**src/design/bsc_pkg.sv**
```systemverilog
package bsc_pkg;

	localparam int unsigned DivSteps = 32;

	// Fixed compensation constants.
	localparam logic [31:0] CoefMg = 32'd3038;
	localparam logic [31:0] CoefMhNeg = 32'd7357;
	localparam logic [31:0] CoefMi = 32'd3791;
	localparam logic [31:0] B6Offset = 32'd4000;
	localparam logic [31:0] B7Limit = 32'h8000_0000;
	localparam logic [31:0] B4Offset = 32'd32768;
	localparam logic [31:0] T5Round = 32'd8;

	// Command codes of an input beat.
	localparam logic [1:0] CMD_RAW_TEMP = 2'd0;
	localparam logic [1:0] CMD_RAW_PRESS = 2'd1;
	localparam logic [1:0] CMD_SET_TEMP = 2'd2;
	localparam logic [1:0] CMD_SET_PRESS = 2'd3;

	// Configuration register indexes.
	localparam logic [2:0] REG_AC1_AC2 = 3'd0;
	localparam logic [2:0] REG_AC3_AC4 = 3'd1;
	localparam logic [2:0] REG_AC5_AC6 = 3'd2;
	localparam logic [2:0] REG_B1_B2 = 3'd3;
	localparam logic [2:0] REG_MC_MD = 3'd4;
	localparam logic [2:0] REG_OSS = 3'd5;
	localparam logic [2:0] REG_TDELTA = 3'd6;
	localparam logic [2:0] REG_PDELTA = 3'd7;

	// Datapath operations issued by the controller.
	typedef enum logic [4:0] {
		OP_NONE,
		OP_LOAD,
		OP_T_MUL,
		OP_T_DEN,
		OP_T_CHK,
		OP_DIV,
		OP_T_B5,
		OP_T_TEMP,
		OP_P_B6,
		OP_P_SQ,
		OP_P_X1,
		OP_P_X2,
		OP_P_B3,
		OP_P_X1B,
		OP_P_X2B,
		OP_P_X3,
		OP_P_B4,
		OP_P_B7,
		OP_P_CHK,
		OP_P_QUO,
		OP_P_XS,
		OP_P_X1C,
		OP_P_X2C,
		OP_P_FIN,
		OP_COMMIT
	} op_t;

	typedef struct packed {
		op_t op;
	} dp_cmd_t;

	typedef struct packed {
		logic den_zero;
		logic b4_zero;
	} dp_status_t;

	function automatic logic [31:0] asr32(input logic [31:0] v, input int unsigned n);
		return 32'($signed(v) >>> n);
	endfunction

	function automatic logic [31:0] sx16(input logic [15:0] v);
		return {{16{v[15]}}, v};
	endfunction

endpackage

```
**src/design/bsc_ctrl.sv**
```systemverilog
module bsc_ctrl (
	input  logic                clk,
	input  logic                arst_n,
	input  logic                in_valid,
	input  logic [1:0]          in_cmd,
	output logic                in_ready,
	output logic                out_valid,
	input  logic                out_ready,
	output bsc_pkg::dp_cmd_t    cmd,
	input  bsc_pkg::dp_status_t status
);
	import bsc_pkg::*;

	typedef enum logic [4:0] {
		S_IDLE, S_T_MUL, S_T_DEN, S_T_CHK, S_T_DIV, S_T_B5, S_T_TEMP,
		S_P_B6, S_P_SQ, S_P_X1, S_P_X2, S_P_B3, S_P_X1B, S_P_X2B, S_P_X3,
		S_P_B4, S_P_B7, S_P_CHK, S_P_DIV, S_P_QUO, S_P_XS, S_P_X1C, S_P_X2C,
		S_P_FIN, S_DONE
	} state_t;

	state_t     state_q;
	logic [4:0] step_q;
	logic       out_valid_q;
	logic       slot_free;
	logic       accept;

	assign slot_free = !out_valid_q || out_ready;
	assign in_ready  = (state_q == S_IDLE);
	assign accept    = in_valid && in_ready;
	assign out_valid = out_valid_q;

	// Decode the datapath operation of each state
	always_comb begin
		cmd.op = OP_NONE;
		case (state_q)
			S_IDLE:   cmd.op = accept ? OP_LOAD : OP_NONE;
			S_T_MUL:  cmd.op = OP_T_MUL;
			S_T_DEN:  cmd.op = OP_T_DEN;
			S_T_CHK:  cmd.op = OP_T_CHK;
			S_T_DIV:  cmd.op = OP_DIV;
			S_T_B5:   cmd.op = OP_T_B5;
			S_T_TEMP: cmd.op = OP_T_TEMP;
			S_P_B6:   cmd.op = OP_P_B6;
			S_P_SQ:   cmd.op = OP_P_SQ;
			S_P_X1:   cmd.op = OP_P_X1;
			S_P_X2:   cmd.op = OP_P_X2;
			S_P_B3:   cmd.op = OP_P_B3;
			S_P_X1B:  cmd.op = OP_P_X1B;
			S_P_X2B:  cmd.op = OP_P_X2B;
			S_P_X3:   cmd.op = OP_P_X3;
			S_P_B4:   cmd.op = OP_P_B4;
			S_P_B7:   cmd.op = OP_P_B7;
			S_P_CHK:  cmd.op = OP_P_CHK;
			S_P_DIV:  cmd.op = OP_DIV;
			S_P_QUO:  cmd.op = OP_P_QUO;
			S_P_XS:   cmd.op = OP_P_XS;
			S_P_X1C:  cmd.op = OP_P_X1C;
			S_P_X2C:  cmd.op = OP_P_X2C;
			S_P_FIN:  cmd.op = OP_P_FIN;
			S_DONE:   cmd.op = slot_free ? OP_COMMIT : OP_NONE;
			default:  cmd.op = OP_NONE;
		endcase
	end

	// Sequence the steps, count divider iterations and hold the result beat
	always_ff @(posedge clk or negedge arst_n) begin
		if (!arst_n) begin
			state_q     <= S_IDLE;
			step_q      <= '0;
			out_valid_q <= 1'b0;
		end else begin
			if (out_valid_q && out_ready) begin
				out_valid_q <= 1'b0;
			end
			case (state_q)
				S_IDLE: begin
					if (accept) begin
						case (in_cmd)
							CMD_RAW_TEMP:  state_q <= S_T_MUL;
							CMD_RAW_PRESS: state_q <= S_P_B6;
							default:       state_q <= S_DONE;
						endcase
					end
				end
				S_T_MUL:  state_q <= S_T_DEN;
				S_T_DEN:  state_q <= S_T_CHK;
				S_T_CHK: begin
					step_q  <= '0;
					state_q <= status.den_zero ? S_DONE : S_T_DIV;
				end
				S_T_DIV: begin
					step_q <= step_q + 5'd1;
					if (step_q == 5'(DivSteps - 1)) begin
						state_q <= S_T_B5;
					end
				end
				S_T_B5:   state_q <= S_T_TEMP;
				S_T_TEMP: state_q <= S_DONE;
				S_P_B6:   state_q <= S_P_SQ;
				S_P_SQ:   state_q <= S_P_X1;
				S_P_X1:   state_q <= S_P_X2;
				S_P_X2:   state_q <= S_P_B3;
				S_P_B3:   state_q <= S_P_X1B;
				S_P_X1B:  state_q <= S_P_X2B;
				S_P_X2B:  state_q <= S_P_X3;
				S_P_X3:   state_q <= S_P_B4;
				S_P_B4:   state_q <= S_P_B7;
				S_P_B7:   state_q <= S_P_CHK;
				S_P_CHK: begin
					step_q  <= '0;
					state_q <= status.b4_zero ? S_DONE : S_P_DIV;
				end
				S_P_DIV: begin
					step_q <= step_q + 5'd1;
					if (step_q == 5'(DivSteps - 1)) begin
						state_q <= S_P_QUO;
					end
				end
				S_P_QUO:  state_q <= S_P_XS;
				S_P_XS:   state_q <= S_P_X1C;
				S_P_X1C:  state_q <= S_P_X2C;
				S_P_X2C:  state_q <= S_P_FIN;
				S_P_FIN:  state_q <= S_DONE;
				S_DONE: begin
					if (slot_free) begin
						out_valid_q <= 1'b1;
						state_q     <= S_IDLE;
					end
				end
				default:  state_q <= S_IDLE;
			endcase
		end
	end

endmodule

```
**src/design/bsc_datapath.sv**
```systemverilog
module bsc_datapath (
	input  logic                clk,
	input  logic                arst_n,
	input  logic                cfg_we,
	input  logic [2:0]          cfg_index,
	input  logic [31:0]         cfg_data,
	input  logic [23:0]         in_sample,
	input  logic [31:0]         in_new_value,
	input  logic [1:0]          in_cmd,
	input  bsc_pkg::dp_cmd_t    cmd,
	output bsc_pkg::dp_status_t status,
	output logic [55:0]         out_data
);
	import bsc_pkg::*;

	// Configuration registers
	logic [31:0] ac12_q, ac34_q, ac56_q, b12_q, mcmd_q;
	logic [1:0]  oss_q;
	logic [15:0] tdelta_q, pdelta_q;

	// Architectural state
	logic [31:0] b5_q;
	logic [15:0] stemp_q;
	logic [31:0] spress_q;

	// Item and working registers
	logic [1:0]  cmd_q;
	logic [23:0] sample_q;
	logic [31:0] nv_q;
	logic        fault_q;
	logic [31:0] x1t_q, den_q, b6_q, up_q, sq_q, x1_q, x2_q, b3_q;
	logic [31:0] x1b_q, x2b_q, x3_q, b4_q, b7_q, p_q, xs_q, x1c_q, x2c_q;
	logic [15:0] t_q;
	logic        neg_q, dbl_q;

	// Divider
	logic [31:0] rem_q, quo_q, dvs_q;
	logic [32:0] div_sh;
	logic [32:0] div_diff;

	// Shared multiplier
	logic [31:0] mul_a, mul_b, prod;

	logic [31:0] ac1, ac2, ac3, ac4, ac5, ac6, b1, b2, mc, md;
	logic [31:0] num, num_abs, den_abs, quo_signed, t_pre, p_fin;
	logic [31:0] up_next, b7_scale, pdiff, xa;
	logic [15:0] tdiff;
	logic        t_chg, p_chg;

	assign ac1 = sx16(ac12_q[31:16]);
	assign ac2 = sx16(ac12_q[15:0]);
	assign ac3 = sx16(ac34_q[31:16]);
	assign ac4 = {16'd0, ac34_q[15:0]};
	assign ac5 = {16'd0, ac56_q[31:16]};
	assign ac6 = {16'd0, ac56_q[15:0]};
	assign b1  = sx16(b12_q[31:16]);
	assign b2  = sx16(b12_q[15:0]);
	assign mc  = sx16(mcmd_q[31:16]);
	assign md  = sx16(mcmd_q[15:0]);

	assign num     = {mc[20:0], 11'd0};
	assign num_abs = num[31] ? (32'd0 - num) : num;
	assign den_abs = den_q[31] ? (32'd0 - den_q) : den_q;
	assign quo_signed = neg_q ? (32'd0 - quo_q) : quo_q;
	assign t_pre   = asr32(b5_q + T5Round, 4);
	assign xa      = asr32(p_q, 8);
	assign p_fin   = p_q + asr32(x1c_q + x2c_q + CoefMi, 4);

	assign status.den_zero = (den_q == 32'd0);
	assign status.b4_zero  = (b4_q == 32'd0);

	// Raw pressure sample and b7 scale by oversampling
	always_comb begin
		case (oss_q)
			2'd0:    up_next = {8'd0, 8'd0, sample_q[23:8]};
			2'd1:    up_next = {8'd0, 7'd0, sample_q[23:7]};
			2'd2:    up_next = {8'd0, 6'd0, sample_q[23:6]};
			default: up_next = {8'd0, 5'd0, sample_q[23:5]};
		endcase
		case (oss_q)
			2'd0:    b7_scale = 32'd50000;
			2'd1:    b7_scale = 32'd25000;
			2'd2:    b7_scale = 32'd12500;
			default: b7_scale = 32'd6250;
		endcase
	end

	// Select multiplier operands
	always_comb begin
		mul_a = 32'd0;
		mul_b = 32'd0;
		case (cmd.op)
			OP_T_MUL: begin
				mul_a = {16'd0, sample_q[15:0]} - ac6;
				mul_b = ac5;
			end
			OP_P_SQ: begin
				mul_a = b6_q;
				mul_b = b6_q;
			end
			OP_P_X1: begin
				mul_a = sq_q;
				mul_b = b2;
			end
			OP_P_X2: begin
				mul_a = ac2;
				mul_b = b6_q;
			end
			OP_P_X1B: begin
				mul_a = ac3;
				mul_b = b6_q;
			end
			OP_P_X2B: begin
				mul_a = b1;
				mul_b = sq_q;
			end
			OP_P_B4: begin
				mul_a = ac4;
				mul_b = x3_q + B4Offset;
			end
			OP_P_B7: begin
				mul_a = up_q - b3_q;
				mul_b = b7_scale;
			end
			OP_P_XS: begin
				mul_a = xa;
				mul_b = xa;
			end
			OP_P_X1C: begin
				mul_a = xs_q;
				mul_b = CoefMg;
			end
			OP_P_X2C: begin
				mul_a = p_q;
				mul_b = 32'd0 - CoefMhNeg;
			end
			default: begin
				mul_a = 32'd0;
				mul_b = 32'd0;
			end
		endcase
	end

	assign prod = mul_a * mul_b;

	assign div_sh   = {rem_q, quo_q[31]};
	assign div_diff = div_sh - {1'b0, dvs_q};

	// Change detection against the stored values
	assign tdiff = (t_q > stemp_q) ? (t_q - stemp_q) : (stemp_q - t_q);
	assign t_chg = (tdiff > tdelta_q);
	assign pdiff = (p_q > spress_q) ? (p_q - spress_q) : (spress_q - p_q);
	assign p_chg = (pdiff > {16'd0, pdelta_q});

	// Hold configuration and architectural state
	always_ff @(posedge clk or negedge arst_n) begin
		if (!arst_n) begin
			ac12_q   <= '0;
			ac34_q   <= '0;
			ac56_q   <= '0;
			b12_q    <= '0;
			mcmd_q   <= '0;
			oss_q    <= '0;
			tdelta_q <= 16'd1;
			pdelta_q <= 16'd20;
			b5_q     <= '0;
			stemp_q  <= '0;
			spress_q <= '0;
			fault_q  <= 1'b0;
		end else begin
			if (cfg_we) begin
				case (cfg_index)
					REG_AC1_AC2: ac12_q   <= cfg_data;
					REG_AC3_AC4: ac34_q   <= cfg_data;
					REG_AC5_AC6: ac56_q   <= cfg_data;
					REG_B1_B2:   b12_q    <= cfg_data;
					REG_MC_MD:   mcmd_q   <= cfg_data;
					REG_OSS:     oss_q    <= cfg_data[1:0];
					REG_TDELTA:  tdelta_q <= cfg_data[15:0];
					REG_PDELTA:  pdelta_q <= cfg_data[15:0];
					default:     ;
				endcase
			end
			case (cmd.op)
				OP_LOAD:  fault_q <= 1'b0;
				OP_T_CHK: fault_q <= status.den_zero;
				OP_P_CHK: fault_q <= status.b4_zero;
				OP_T_B5:  b5_q <= x1t_q + quo_signed;
				OP_COMMIT: begin
					case (cmd_q)
						CMD_RAW_TEMP:  if (!fault_q && t_chg) stemp_q <= t_q;
						CMD_RAW_PRESS: if (!fault_q && p_chg) spress_q <= p_q;
						CMD_SET_TEMP:  stemp_q <= nv_q[15:0];
						default:       spress_q <= nv_q;
					endcase
				end
				default: ;
			endcase
		end
	end

	// Advance the working registers and the divider
	always_ff @(posedge clk) begin
		case (cmd.op)
			OP_LOAD: begin
				cmd_q    <= in_cmd;
				sample_q <= in_sample;
				nv_q     <= in_new_value;
			end
			OP_T_MUL: x1t_q <= asr32(prod, 15);
			OP_T_DEN: den_q <= x1t_q + md;
			OP_T_CHK: begin
				rem_q <= '0;
				quo_q <= num_abs;
				dvs_q <= den_abs;
				neg_q <= num[31] ^ den_q[31];
			end
			OP_DIV: begin
				if (!div_diff[32]) begin
					rem_q <= div_diff[31:0];
					quo_q <= {quo_q[30:0], 1'b1};
				end else begin
					rem_q <= div_sh[31:0];
					quo_q <= {quo_q[30:0], 1'b0};
				end
			end
			OP_T_TEMP: t_q <= t_pre[15:0];
			OP_P_B6: begin
				b6_q <= b5_q - B6Offset;
				up_q <= up_next;
			end
			OP_P_SQ:  sq_q <= asr32(prod, 12);
			OP_P_X1:  x1_q <= asr32(prod, 11);
			OP_P_X2:  x2_q <= asr32(prod, 11);
			OP_P_B3:  b3_q <= asr32((((ac1 << 2) + x1_q + x2_q) << oss_q) + 32'd2, 2);
			OP_P_X1B: x1b_q <= asr32(prod, 13);
			OP_P_X2B: x2b_q <= asr32(prod, 16);
			OP_P_X3:  x3_q <= asr32(x1b_q + x2b_q + 32'd2, 2);
			OP_P_B4:  b4_q <= prod >> 15;
			OP_P_B7:  b7_q <= prod;
			OP_P_CHK: begin
				rem_q <= '0;
				dbl_q <= !(b7_q < B7Limit);
				quo_q <= (b7_q < B7Limit) ? (b7_q << 1) : b7_q;
				dvs_q <= b4_q;
			end
			OP_P_QUO: p_q <= dbl_q ? (quo_q << 1) : quo_q;
			OP_P_XS:  xs_q <= prod;
			OP_P_X1C: x1c_q <= asr32(prod, 16);
			OP_P_X2C: x2c_q <= asr32(prod, 16);
			OP_P_FIN: p_q <= p_fin;
			default: ;
		endcase
	end

	// Capture the result beat as the stored values are committed
	always_ff @(posedge clk) begin
		if (cmd.op == OP_COMMIT) begin
			out_data[55:50] <= '0;
			out_data[1]     <= fault_q;
			case (cmd_q)
				CMD_RAW_TEMP: begin
					out_data[0]     <= !fault_q && t_chg;
					out_data[17:2]  <= (!fault_q && t_chg) ? t_q : stemp_q;
					out_data[49:18] <= spress_q;
				end
				CMD_RAW_PRESS: begin
					out_data[0]     <= !fault_q && p_chg;
					out_data[17:2]  <= stemp_q;
					out_data[49:18] <= (!fault_q && p_chg) ? p_q : spress_q;
				end
				CMD_SET_TEMP: begin
					out_data[0]     <= 1'b0;
					out_data[17:2]  <= nv_q[15:0];
					out_data[49:18] <= spress_q;
				end
				default: begin
					out_data[0]     <= 1'b0;
					out_data[17:2]  <= stemp_q;
					out_data[49:18] <= nv_q;
				end
			endcase
		end
	end

endmodule

```
**src/design/barometric_sensor_compensation.sv**
```systemverilog
// Channel   Direction  Handshake             Payload
// s_*       in         s_tvalid / s_tready   tuser: command; tdata: sample, new_value
// m_*       out        m_tvalid / m_tready   tdata: changed, fault, temperature, pressure
// cfg_*     in         cfg_valid / cfg_ready index 0..7, 32-bit data
//
// One item at a time; a set command goes straight to its result, and a zero divisor
// skips the division. The 32-step shared divider serves raw temperature and raw pressure.
// Asynchronous active-low reset clears configuration but sets the deltas to 1 and 20,
// and clears b5 and stored values. A result waits in the output register; the next beat is
// taken meanwhile, and its result is held back until the previous one has been taken.
module barometric_sensor_compensation (
	input  logic        clk,
	input  logic        arst_n,
	input  logic        s_tvalid,
	output logic        s_tready,
	input  logic [55:0] s_tdata,  // sample[23:0], new_value[55:24]
	input  logic [1:0]  s_tuser,  // command[1:0]
	output logic        m_tvalid,
	input  logic        m_tready,
	output logic [55:0] m_tdata,  // changed[0], division_fault[1], temperature[17:2],
	                              // pressure[49:18], zero[55:50]
	input  logic        cfg_valid,
	output logic        cfg_ready,
	input  logic [2:0]  cfg_index,
	input  logic [31:0] cfg_data
);
	import bsc_pkg::*;

	dp_cmd_t    cmd;
	dp_status_t status;

	assign cfg_ready = 1'b1;

	bsc_ctrl u_ctrl (
		.clk       (clk),
		.arst_n    (arst_n),
		.in_valid  (s_tvalid),
		.in_cmd    (s_tuser),
		.in_ready  (s_tready),
		.out_valid (m_tvalid),
		.out_ready (m_tready),
		.cmd       (cmd),
		.status    (status)
	);

	bsc_datapath u_dp (
		.clk          (clk),
		.arst_n       (arst_n),
		.cfg_we       (cfg_valid && cfg_ready),
		.cfg_index    (cfg_index),
		.cfg_data     (cfg_data),
		.in_sample    (s_tdata[23:0]),
		.in_new_value (s_tdata[55:24]),
		.in_cmd       (s_tuser),
		.cmd          (cmd),
		.status       (status),
		.out_data     (m_tdata)
	);

endmodule

```
**config.mk**
```make
export PLATFORM = sky130hd
export DESIGN_NAME = barometric_sensor_compensation
export DESIGN_NICKNAME = d
export VERILOG_FILES = /design/src/design/bsc_pkg.sv /design/src/design/bsc_ctrl.sv /design/src/design/bsc_datapath.sv /design/src/design/barometric_sensor_compensation.sv
export SDC_FILE = /design/constraint.sdc
export NUM_CORES = 2
export LEC_CHECK = 0
export BUFFER_PORTS_ARGS = -buffer_cell sky130_fd_sc_hd__buf_2
export CAP_MARGIN = 20
export CELL_PAD_IN_SITES_DETAIL_PLACEMENT = 0
export CELL_PAD_IN_SITES_GLOBAL_PLACEMENT = 2
export CORE_AREA = 2 2 410 412
export CTS_CLUSTER_DIAMETER = 200
export DETAILED_ROUTE_END_ITERATION = 7
export DIE_AREA = 0 0 412 414
export PLACE_DENSITY = 0.93
export SLEW_MARGIN = 20
export SYNTH_ARGS = -nofsm -noshare
export SYNTH_HDL_FRONTEND = slang
export SYNTH_SLANG_ARGS = --single-unit
export TNS_END_PERCENT = 10
```
**constraint.sdc**
```tcl
create_clock -name clk -period 13 [get_ports clk]
set_input_delay 0.65 -clock clk [delete_from_list [all_inputs] [get_ports clk]]
set_output_delay 0.65 -clock clk [all_outputs]
set_load 0.05 [all_outputs]
```
==> results.md <==
- Status: finished clean
- Largest register by flop count: u_dp.out_data
- Vias/cell: 5.84
- Clock buffer depth: 3
- Crit. path cell count: 31
- Clock-pin slew on the worst setup and hold paths: 0.06 ns
- Most frequent CP cell: fa_1
- Grt total ovfl: 0
- Post-Syn Area per Cell: 10.0 sq um
- # rows: 150
- Max incr delay on CP: 0.95 ns
- Nature of the critical path endpoint: register
- First-pass GRT wire length: 364000 microns
- WL/cell: 25.9 microns
- IO Port Bufs: 149
- RD Place Congestion: 0.987
- RSZ-0062 raised after global routing: no
- Slew @ Worst Pin: 1.17 ns
- Largest register FFs: 50
- GR peak layer: met2
- Fin Clk Skew: 0.0654 ns
- Reg2reg path depth: 31
- Post-CTS Setup Bufs: 0
- Antenna Nets Post-Route: 0
- Met2 usage: 45.3%
- Vias in the first global route: 55.0k
- Hold Vio Cnt, Final: 0
- CTS sink cnt: 896
- Sequential share of the synthesized area: 35.8%
- Initial antenna violation count: 26
- Post-synth ARST share: 31.9%
- Clk_lat worst skew: 0.77 ns
- Met1 Track Usage GR: 37.9%
- NumNets Final: 8220
- Yosys reg bits: 896
- Max-Cap Viols: 0
- Mapped Cells: 7099
- Starting density of the core: 42.8%
- P&R area growth vs syn: 10.3%
- Min Tclk post-route: 11.78 ns
- Reg2reg start: u_ctrl.state_q[2]$_DFFE_PN0P_
- DP HPWL: 189000 microns
- DRC viols: 0
- Unique masters post-synth: 117
- Iteration-0 DRC count of the detailed router: 5910
- Critical Path Source: u_ctrl.state_q[2]$_DFFE_PN0P_
- Reg2reg setup slack: 1.22 ns
- Final Cycle Share: 90.6%
- Slew headroom: 21.9%
- Vias post-DR: 55.6k
- CP Max Fanout: 40
- Post-synth EDFFs: 610
- Synth warn: 0
- Mapped Area: 71100 sq um
- Die Y: 414 microns
- Area of the core: 166000 sq um
- Slowest cell on the critical path: nor2_2
- CTS tree: done
- Tightest Hold Check Type: primary input to register
- Top FF cell, synth: edfxtp_1
- Crit-path leading delay family: adder cells
- WP data arrival: 12.14 ns
- Setup violators final: 0
- Io pins: 157
- Critical Path Sink: u_dp.x1t_q[16]$_DFFE_PN_
- Crit Path Class: register to register
- Die Footprint: 171000 sq um
- Final Max Slew Viols: 0
- Cts bufs inserted: 104
- Worst hold start: s_tdata[15]
- Worst path required time: 13.37 ns
- Die extent in x: 412 microns
- Share of cells above drive strength 1: 11.4%
- Clk root buf: clkbuf_16
- Reg-to-reg endpoint: u_dp.x1t_q[16]$_DFFE_PN_
- Final TNS setup: 0 ns
- Fmax: 84.9 MHz
- Drt first pass iters: 6
- Critical Path Start Type: register
- Buf+Inv Stages, Crit Path: 5
- GRT met3 Usage: 5.74%
- Total length of routed wires: 247000 microns
- GRT Overall Usage: 28.6%
- H-tree levels: 3
- Largest net degree at the start of global routing: 83
==> through the flow <==
step           hold WS (ns)  util, %  worst slack (ns)  std cells  instance area [sq um]
2_1_floorplan         0.354        -              2.37       7118                  71200
3_3_place_gp          0.426     45.0              1.53       9310                  74800
4_1_cts             0.00613     47.1              1.36       9510                  78400
6_report             0.0644     47.2              1.22       9520                  78400
5_1_grt              0.0277     47.2             0.865       9513                  78400
3_5_place_dp          0.439     45.0              1.33       9311                  74900
==> worst register-to-register path: cells and delay by family, from the launching register on <==
kind | cells | cell delay [ns]
fa+ha+maj | 9 | 4.01
compound gates | 9 | 2.86
simple gates | 7 | 2.61
buf+inv | 5 | 0.67
xor+xnor | 1 | 0.62
flops | 1 | 0.58
==> per-layer routing <==
layer,part of all wire [%],wire [microns]
met2,46,112000
met3,8.5,21100
met1,41,101000
met5,0.037,92
met4,5.0,12400
==> placed cells by master, fill, tap and decap left out, drive strengths merged, types with 49 or more instances in the layout <==
cell | Yosys | final
and3 | 51 | 51
ha | 468 | 468
nor2 | 587 | 587
o221ai | 51 | 51
nand2b | 71 | 71
xor2 | 144 | 144
buf | 69 | 298
nand3 | 107 | 107
nor2b | 56 | 56
o21a | 55 | 55
or2 | 53 | 53
mux2 | 193 | 193
inv | 834 | 844
nand4 | 50 | 50
mux2i | 139 | 139
a21o | 134 | 134
xnor2 | 277 | 277
edfxtp | 610 | 610
dfrtp | 283 | 283
clkbuf | 240 | 153
a22oi | 96 | 96
o31ai | 49 | 49
nand2 | 630 | 630
nor3 | 98 | 98
fa | 440 | 440
a21oi | 291 | 291
o21bai | 60 | 60
o21ai | 313 | 313
==> layout make-up <==
| class | instances | area (sq um) |
|---|---|---|
| Clock buffer | 153 | 3010 |
| Clock inverter | 45 | 512 |
| Tap cell | 2204 | 2760 |
| Sequential cell | 896 | 25500 |
| Timing Repair Buffer | 299 | 1900 |
| Fill cell | 15600 | 87800 |
| Inverter | 836 | 3140 |
| Antenna cell | 10 | 25.0 |
| Multi-Input combinational cell | 5077 | 41600 |
==> worst min-delay path by stage <==
stage,endpoint,slack (ns),cells after the start
2_1_floorplan,u_ctrl.out_valid$_DFF_PN0_,0.35,0
3_3_place_gp,u_dp.b6_q[0]$_DFFE_PN_,0.43,0
3_5_place_dp,u_dp.b6_q[1]$_DFFE_PN_,0.44,0
4_1_cts,u_dp.sample_q[15]$_DFFE_PP_,0.006,1
5_1_grt,u_dp.sample_q[15]$_DFFE_PP_,0.03,1
6_report,u_dp.sample_q[15]$_DFFE_PP_,0.06,1
==> what timing repair did <==
item                                    in CTS  in global routing
endpoints found under the hold margin       78                  0
hold buffers                                 1                  0
endpoints found under the setup margin       0                  0
resized for setup                            0                  0
==> logic make-up after synthesis <==
family,synth area share (%)
simple gates,12.6
compound gates,14.3
buf+inv,6.22
fa+ha+maj,20.6
flops,35.8
xor+xnor,5.39
mux,5.11
other cells,0.0106
==> synthesized netlist by cell type (96+ instances only) <==
| cell type | number | share of area, % |
|---|---|---|
| xor2_1 | 144 | 1.8 |
| a21oi_1 | 291 | 2.0 |
| nand3_1 | 106 | 0.75 |
| nor3_1 | 96 | 0.68 |
| nor2_1 | 586 | 3.1 |
| clkbuf_1 | 239 | 1.3 |
| xnor2_1 | 276 | 3.4 |
| inv_1 | 826 | 4.4 |
| fa_1 | 440 | 12 |
| a21o_1 | 134 | 1.4 |
| nand2_1 | 629 | 3.3 |
| mux2i_1 | 139 | 2.0 |
| edfxtp_1 | 610 | 26 |
| mux2_2 | 192 | 3.0 |
| dfrtp_1 | 283 | 10 |
| ha_1 | 468 | 8.2 |
| o21ai_0 | 297 | 2.1 |
Power is not shown: default switching activity piles up to over one toggle a cycle in this logic, so the estimate is an artifact.
